===== src/hdl/jsm_pkg.sv =====
// Package for the jump search membership block: command codes, widths,
// controller states and the controller/datapath interface structs.
// No dependencies.
`timescale 1ns / 1ps
`default_nettype none

package jsm_pkg;

	localparam int DEPTH_DEFAULT = 1024;
	localparam int VALUE_W       = 32;
	localparam int CMD_W         = 2;

	localparam logic [CMD_W-1:0] CMD_APPEND = 2'd0;
	localparam logic [CMD_W-1:0] CMD_QUERY  = 2'd1;
	localparam logic [CMD_W-1:0] CMD_CLEAR  = 2'd2;

	typedef enum logic [2:0] {
		ST_IDLE,
		ST_SQRT,
		ST_JLOAD,
		ST_JUMP,
		ST_SCAN,
		ST_DONE
	} state_t;

	typedef enum logic [3:0] {
		OP_NONE,
		OP_APPEND,
		OP_CLEAR,
		OP_QSTART,
		OP_SQRT,
		OP_JLOAD,
		OP_JUMP_ADV,
		OP_SCAN_START,
		OP_SCAN_ADV
	} dp_op_t;

	typedef struct packed {
		dp_op_t op;
		logic   res_wr;
		logic   res_val;
		logic   out_load;
	} dp_cmd_t;

	typedef struct packed {
		logic count_zero;
		logic sqrt_last;
		logic jump_in_range;
		logic jump_lt;
		logic jump_eq;
		logic scan_in_range;
		logic scan_eq;
	} dp_status_t;

endpackage

`default_nettype wire


===== src/hdl/jsm_ctrl.sv =====
// Controller of the jump search block: request handshake, search sequencing
// and the output register handshake. Depends on jsm_pkg; drives jsm_dp.
`timescale 1ns / 1ps
`default_nettype none

module jsm_ctrl (
	input  wire logic                      clk,
	input  wire logic                      arst_n,
	input  wire logic                      in_valid,
	output logic                           in_stall,
	input  wire logic [jsm_pkg::CMD_W-1:0] cmd,
	output logic                           out_valid,
	input  wire logic                      out_stall,
	input  wire jsm_pkg::dp_status_t       status,
	output jsm_pkg::dp_cmd_t               dcmd
);

	jsm_pkg::state_t state_q;
	jsm_pkg::state_t state_d;
	logic            out_valid_q;
	logic            out_free;

	assign out_free = !out_valid_q || !out_stall;

	always_comb begin
		state_d = state_q;
		unique case (state_q)
			jsm_pkg::ST_IDLE: begin
				if (in_valid && cmd == jsm_pkg::CMD_QUERY) begin
					state_d = status.count_zero ? jsm_pkg::ST_DONE : jsm_pkg::ST_SQRT;
				end
			end
			jsm_pkg::ST_SQRT: begin
				if (status.sqrt_last) begin
					state_d = jsm_pkg::ST_JLOAD;
				end
			end
			jsm_pkg::ST_JLOAD: state_d = jsm_pkg::ST_JUMP;
			jsm_pkg::ST_JUMP: begin
				priority if (status.jump_in_range && status.jump_lt) begin
					state_d = jsm_pkg::ST_JUMP;
				end else if (status.jump_in_range && status.jump_eq) begin
					state_d = jsm_pkg::ST_DONE;
				end else begin
					state_d = jsm_pkg::ST_SCAN;
				end
			end
			jsm_pkg::ST_SCAN: begin
				if (!status.scan_in_range || status.scan_eq) begin
					state_d = jsm_pkg::ST_DONE;
				end
			end
			jsm_pkg::ST_DONE: begin
				if (out_free) begin
					state_d = jsm_pkg::ST_IDLE;
				end
			end
			default: state_d = jsm_pkg::ST_IDLE;
		endcase
	end

	always_comb begin
		in_stall      = 1'b1;
		dcmd.op       = jsm_pkg::OP_NONE;
		dcmd.res_wr   = 1'b0;
		dcmd.res_val  = 1'b0;
		dcmd.out_load = 1'b0;
		unique case (state_q)
			jsm_pkg::ST_IDLE: begin
				in_stall = 1'b0;
				if (in_valid) begin
					unique case (cmd)
						jsm_pkg::CMD_APPEND: dcmd.op = jsm_pkg::OP_APPEND;
						jsm_pkg::CMD_CLEAR:  dcmd.op = jsm_pkg::OP_CLEAR;
						jsm_pkg::CMD_QUERY: begin
							// empty table answers not found at once
							if (status.count_zero) begin
								dcmd.res_wr = 1'b1;
							end else begin
								dcmd.op = jsm_pkg::OP_QSTART;
							end
						end
						default: dcmd.op = jsm_pkg::OP_NONE;
					endcase
				end
			end
			jsm_pkg::ST_SQRT:  dcmd.op = jsm_pkg::OP_SQRT;
			jsm_pkg::ST_JLOAD: dcmd.op = jsm_pkg::OP_JLOAD;
			jsm_pkg::ST_JUMP: begin
				priority if (status.jump_in_range && status.jump_lt) begin
					dcmd.op = jsm_pkg::OP_JUMP_ADV;
				end else if (status.jump_in_range && status.jump_eq) begin
					dcmd.res_wr  = 1'b1;
					dcmd.res_val = 1'b1;
				end else begin
					dcmd.op = jsm_pkg::OP_SCAN_START;
				end
			end
			jsm_pkg::ST_SCAN: begin
				priority if (!status.scan_in_range) begin
					dcmd.res_wr = 1'b1;
				end else if (status.scan_eq) begin
					dcmd.res_wr  = 1'b1;
					dcmd.res_val = 1'b1;
				end else begin
					dcmd.op = jsm_pkg::OP_SCAN_ADV;
				end
			end
			jsm_pkg::ST_DONE: dcmd.out_load = out_free;
			default: begin
			end
		endcase
	end

	always_ff @(posedge clk or negedge arst_n) begin
		if (!arst_n) begin
			state_q     <= jsm_pkg::ST_IDLE;
			out_valid_q <= 1'b0;
		end else begin
			state_q <= state_d;
			if (dcmd.out_load) begin
				out_valid_q <= 1'b1;
			end else if (!out_stall) begin
				out_valid_q <= 1'b0;
			end
		end
	end

	assign out_valid = out_valid_q;

`ifndef ASSERT_OFF
	a_load_only_free: assert property (@(posedge clk) disable iff (!arst_n)
		dcmd.out_load |-> out_free)
		else $error("result loaded over a pending one");

	a_busy_stalls: assert property (@(posedge clk) disable iff (!arst_n)
		state_q != jsm_pkg::ST_IDLE |-> in_stall)
		else $error("request taken during a search");

	a_done_follows_result: assert property (@(posedge clk) disable iff (!arst_n)
		dcmd.res_wr |=> state_q == jsm_pkg::ST_DONE)
		else $error("result written without reaching done");
`endif

endmodule

`default_nettype wire


===== config.mk =====
export PLATFORM = sky130hd
export DESIGN_NAME = jsm_ctrl
export DESIGN_NICKNAME = d
export VERILOG_FILES = /design/src/hdl/jsm_pkg.sv /design/src/hdl/jsm_ctrl.sv
export SDC_FILE = /design/constraint.sdc
export NUM_CORES = 1
export LEC_CHECK = 0
export BUFFER_PORTS_ARGS = -buffer_cell sky130_fd_sc_hd__buf_2
export CORE_AREA = 2 2 39 41
export CTS_CLUSTER_DIAMETER = 50
export DETAILED_ROUTE_END_ITERATION = 6
export DIE_AREA = 0 0 41 43
export HOLD_SLACK_MARGIN = 0.02
export PLACE_DENSITY = 0.56
export REMOVE_ABC_BUFFERS = 1
export SETUP_SLACK_MARGIN = 0.02
export SLEW_MARGIN = 20
export SYNTH_ARGS = -nofsm -noshare
export SYNTH_HDL_FRONTEND = slang
export SYNTH_SLANG_ARGS = --single-unit

===== constraint.sdc =====
create_clock -name clk -period 1.3 [get_ports clk]
set_input_delay 0.26 -clock clk [delete_from_list [all_inputs] [get_ports clk]]
set_output_delay 0.26 -clock clk [all_outputs]
set_load 0.03 [all_outputs]

==> results by group <==
Status
  – Status: finished, violations left
  – Failing checks: negative setup slack

GRT
  – Grt met1 use: 0.196
  – GRT Total Usage: 0.165
  – Grt peak-use layer: met2
  – Vias in the first global route: 499
  – Antenna violations before repair: 0
  – First-pass GRT wire length: 2.00 mm
  – GR Util met2: 0.266
  – GR Layer Usage met3: 0.0314
  – Global route overflow: 0
  – Largest net degree at the start of global routing: 11

Synth
  – Async SR Flop Fraction: 1.00
  – Mean Syn Cell Area: 7.78 sq um
  – Number of synthesized flops with an enable pin: 0
  – Flip-flop and latch count after synthesis: 4
  – Cell taking the most area after synthesis: dfrtp_1
  – Gate Count Post-Synth: 51
  – Top cell type's share of synthesized area: 0.252
  – Synthesized cell area: 397 sq um
  – Synth area leaders: dfrtp_1 25%, a21oi_1 6.3%, nand2_1 4.7%
  – Synth Flop Type: dfrtp_1
  – Seq/Total Area, Yosys: 0.252
  – Yosys Warn Count: 0
  – Library cells used by synthesis: 31

Clock tree
  – CTS tree: built
  – CTS Buf Count: 3
  – Clock transition at path regs: 40 ps
  – Clk_lat worst skew: 230 ps
  – Root buffer cell: clkbuf_4
  – Clock buffer depth: 2
  – Clock sink count: 4
  – H-tree depth: 1

STA
  – Final worst-path cycle share: 1.24
  – Worst Tran Pin Value: 266 ps
  – Final WS setup: -316 ps
  – Tmin final: 1620 ps
  – Max-slew violations: 0
  – Max-slew headroom: 0.821
  – RSZ-0062 raised after global routing: true
  – Worst Skew: 1.00 ps
  – Final hold viol count: 0
  – Final setup violation count: 11
  – Max Fclk: 0.619 GHz

Layout
  – Filler Cell Count: 137
  – # nets final: 111
  – Share of layout cells above drive strength 1: 0.646
  – N_diodes: 0
  – Layout Cells excl Fill: 112
  – Commonest non-fill, non-tap cell in the layout: buf_4
  – Area growth, synth to finish: 103%
  – Most frequent cells in the layout: 27 x buf_4, 13 x buf_2, 5 x buf_6

Route
  – Via density: 4.96
  – DRC viols: 0
  – Pre-antenna DRT Iters: 3
  – Routed len/inst: 11.4 um
  – Via count: 556
  – Drt initial violations: 8
  – Antenna Violating Nets Remaining: 0
  – Total wire length: 1.27 mm

Place
  – Placer's final routability congestion estimate: 0.786
  – Port Buf Inserts: 21
  – Inst Count DP: 101
  – Place WS: -120 ps
  – Detail Placement HPWL: 891 um

Setup path
  – WP data arrival: 1360 ps
  – R2r endpoint: state_q[2]$_DFFE_PN0P_
  – Worst r2r src: state_q[1]$_DFFE_PN0P_
  – R2R Setup Slk: -150 ps
  – Critical Path Sink Type: output port
  – CP Capture Point: dcmd[2]
  – Critical Path Fanout Max: 7
  – CP Depth: 4
  – CP max-delay cell: dfrtp_2
  – Critical path type: flip-flop to output port
  – CP peak stage delay: 430 ps
  – Buf/Inv on CP: 1
  – Startpoint type of the worst setup path: flip-flop
  – Cell Chain, Critical Path: nor2_4 > a41oi_2 > o22ai_1 > buf_4
  – CP required: 1040 ps
  – Cell family with most CP delay: flip-flops
  – CP startpoint: state_q[1]$_DFFE_PN0P_
  – Reg2reg path depth: 5

Die
  – I/O pin cnt: 22
  – Core outline area: 1380 sq um
  – Die area: 1760 sq um
  – Die W: 41 um
  – Site row count: 14
  – Die height: 43 um
  – Initial Util: 0.287

Pwr
  – Peak VDD IR: 1070 uV
  – Leak: 0.385 nW
  – Pwr Density: 2360 nW/um^2

Worst hold path
  – Min-Delay Path Class: input pin to asynchronous set/reset pin

Flow run
  – Max Cap Viol: 0
-- metal layers --
layer	wire length, um	part of all wire	up-vias
met4	14	0.011	0
met3	87	0.068	2
li1	-	-	283
met5	0	0	-
met1	524	0.41	252
met2	645	0.51	19
-- metrics by stage --
stage | power (mW) | setup TNS, ps | hold slack [ps] | cell area (sq um) | utilization
detailed placement | 1.36 | -472 | 69.5 | 622 | 0.449
floorplan | 0.919 | -1730 | -35.6 | 369 | -
CTS | 1.70 | -2160 | 354 | 717 | 0.518
global placement | 1.36 | -451 | 67.3 | 622 | 0.449
global route | 2.03 | -3030 | 379 | 803 | 0.580
finish | 1.90 | -2350 | 357 | 803 | 0.580
-- worst register-to-register path, delay by kind of cell, from the launching register on --
kind,cells,cell delay [ps]
AO/OA/AOI/OAI,3,360
AND/OR/NAND/NOR,1,390
flip-flops,1,430
buffers and inverters,1,140
-- area by class of cell --
class | instances | area [sq um] | area share
tap | 16 | 20.0 | 0.0249
clock buffer | 3 | 22.5 | 0.0280
inverter | 2 | 7.51 | 0.00935
multi-input combinational | 41 | 318 | 0.396
timing repair buffer | 46 | 334 | 0.416
sequential | 4 | 101 | 0.126
-- power by group --
group | internal (mW) | switching [mW]
Sequential | 0.192 | 0.0752
Combinational | 0.745 | 0.730
Clock | 0.103 | 0.0528
-- what timing repair did --
| action | in CTS | in global routing |
|---|---|---|
| resized for setup | 15 | 10 |
| setup endpoints to repair | 11 | 11 |
| pin swaps | 0 | 9 |
| setup buffers | 1 | 6 |
| hold buffers | 1 | 0 |
| endpoints found under the hold margin | 4 | 0 |
-- cells by family after synthesis --
family,synth area share
buffers and inverters,0.0883
AND/OR/NAND/NOR,0.319
flip-flops,0.252
AO/OA/AOI/OAI,0.312
multiplexers,0.0284
-- worst min path at each step --
stage / from / to / slack [ps] / cells after the start
after global routing: arst_n / out_valid$_DFFE_PN0P_ / 380 / 2
after CTS: arst_n / out_valid$_DFFE_PN0P_ / 350 / 2
after global placement: arst_n / out_valid$_DFFE_PN0P_ / 70 / 1
after floorplan: arst_n / out_valid$_DFFE_PN0P_ / -40 / 0
after detailed placement: arst_n / out_valid$_DFFE_PN0P_ / 70 / 1
final: arst_n / out_valid$_DFFE_PN0P_ / 360 / 2
-- synth_stat cells, drive strengths merged, types with 2 or more instances --
cell type	number
a21oi	6
buf	3
dfrtp	4
inv	2
nand2	5
nand3	3
nand3b	2
nor2	4
nor2b	3
o21ai	2
-- state kept, by name (all words and copies together) (netlist names) --
name	count
out_valid	1
state_q	3
(Power assumes the default switching activity.)
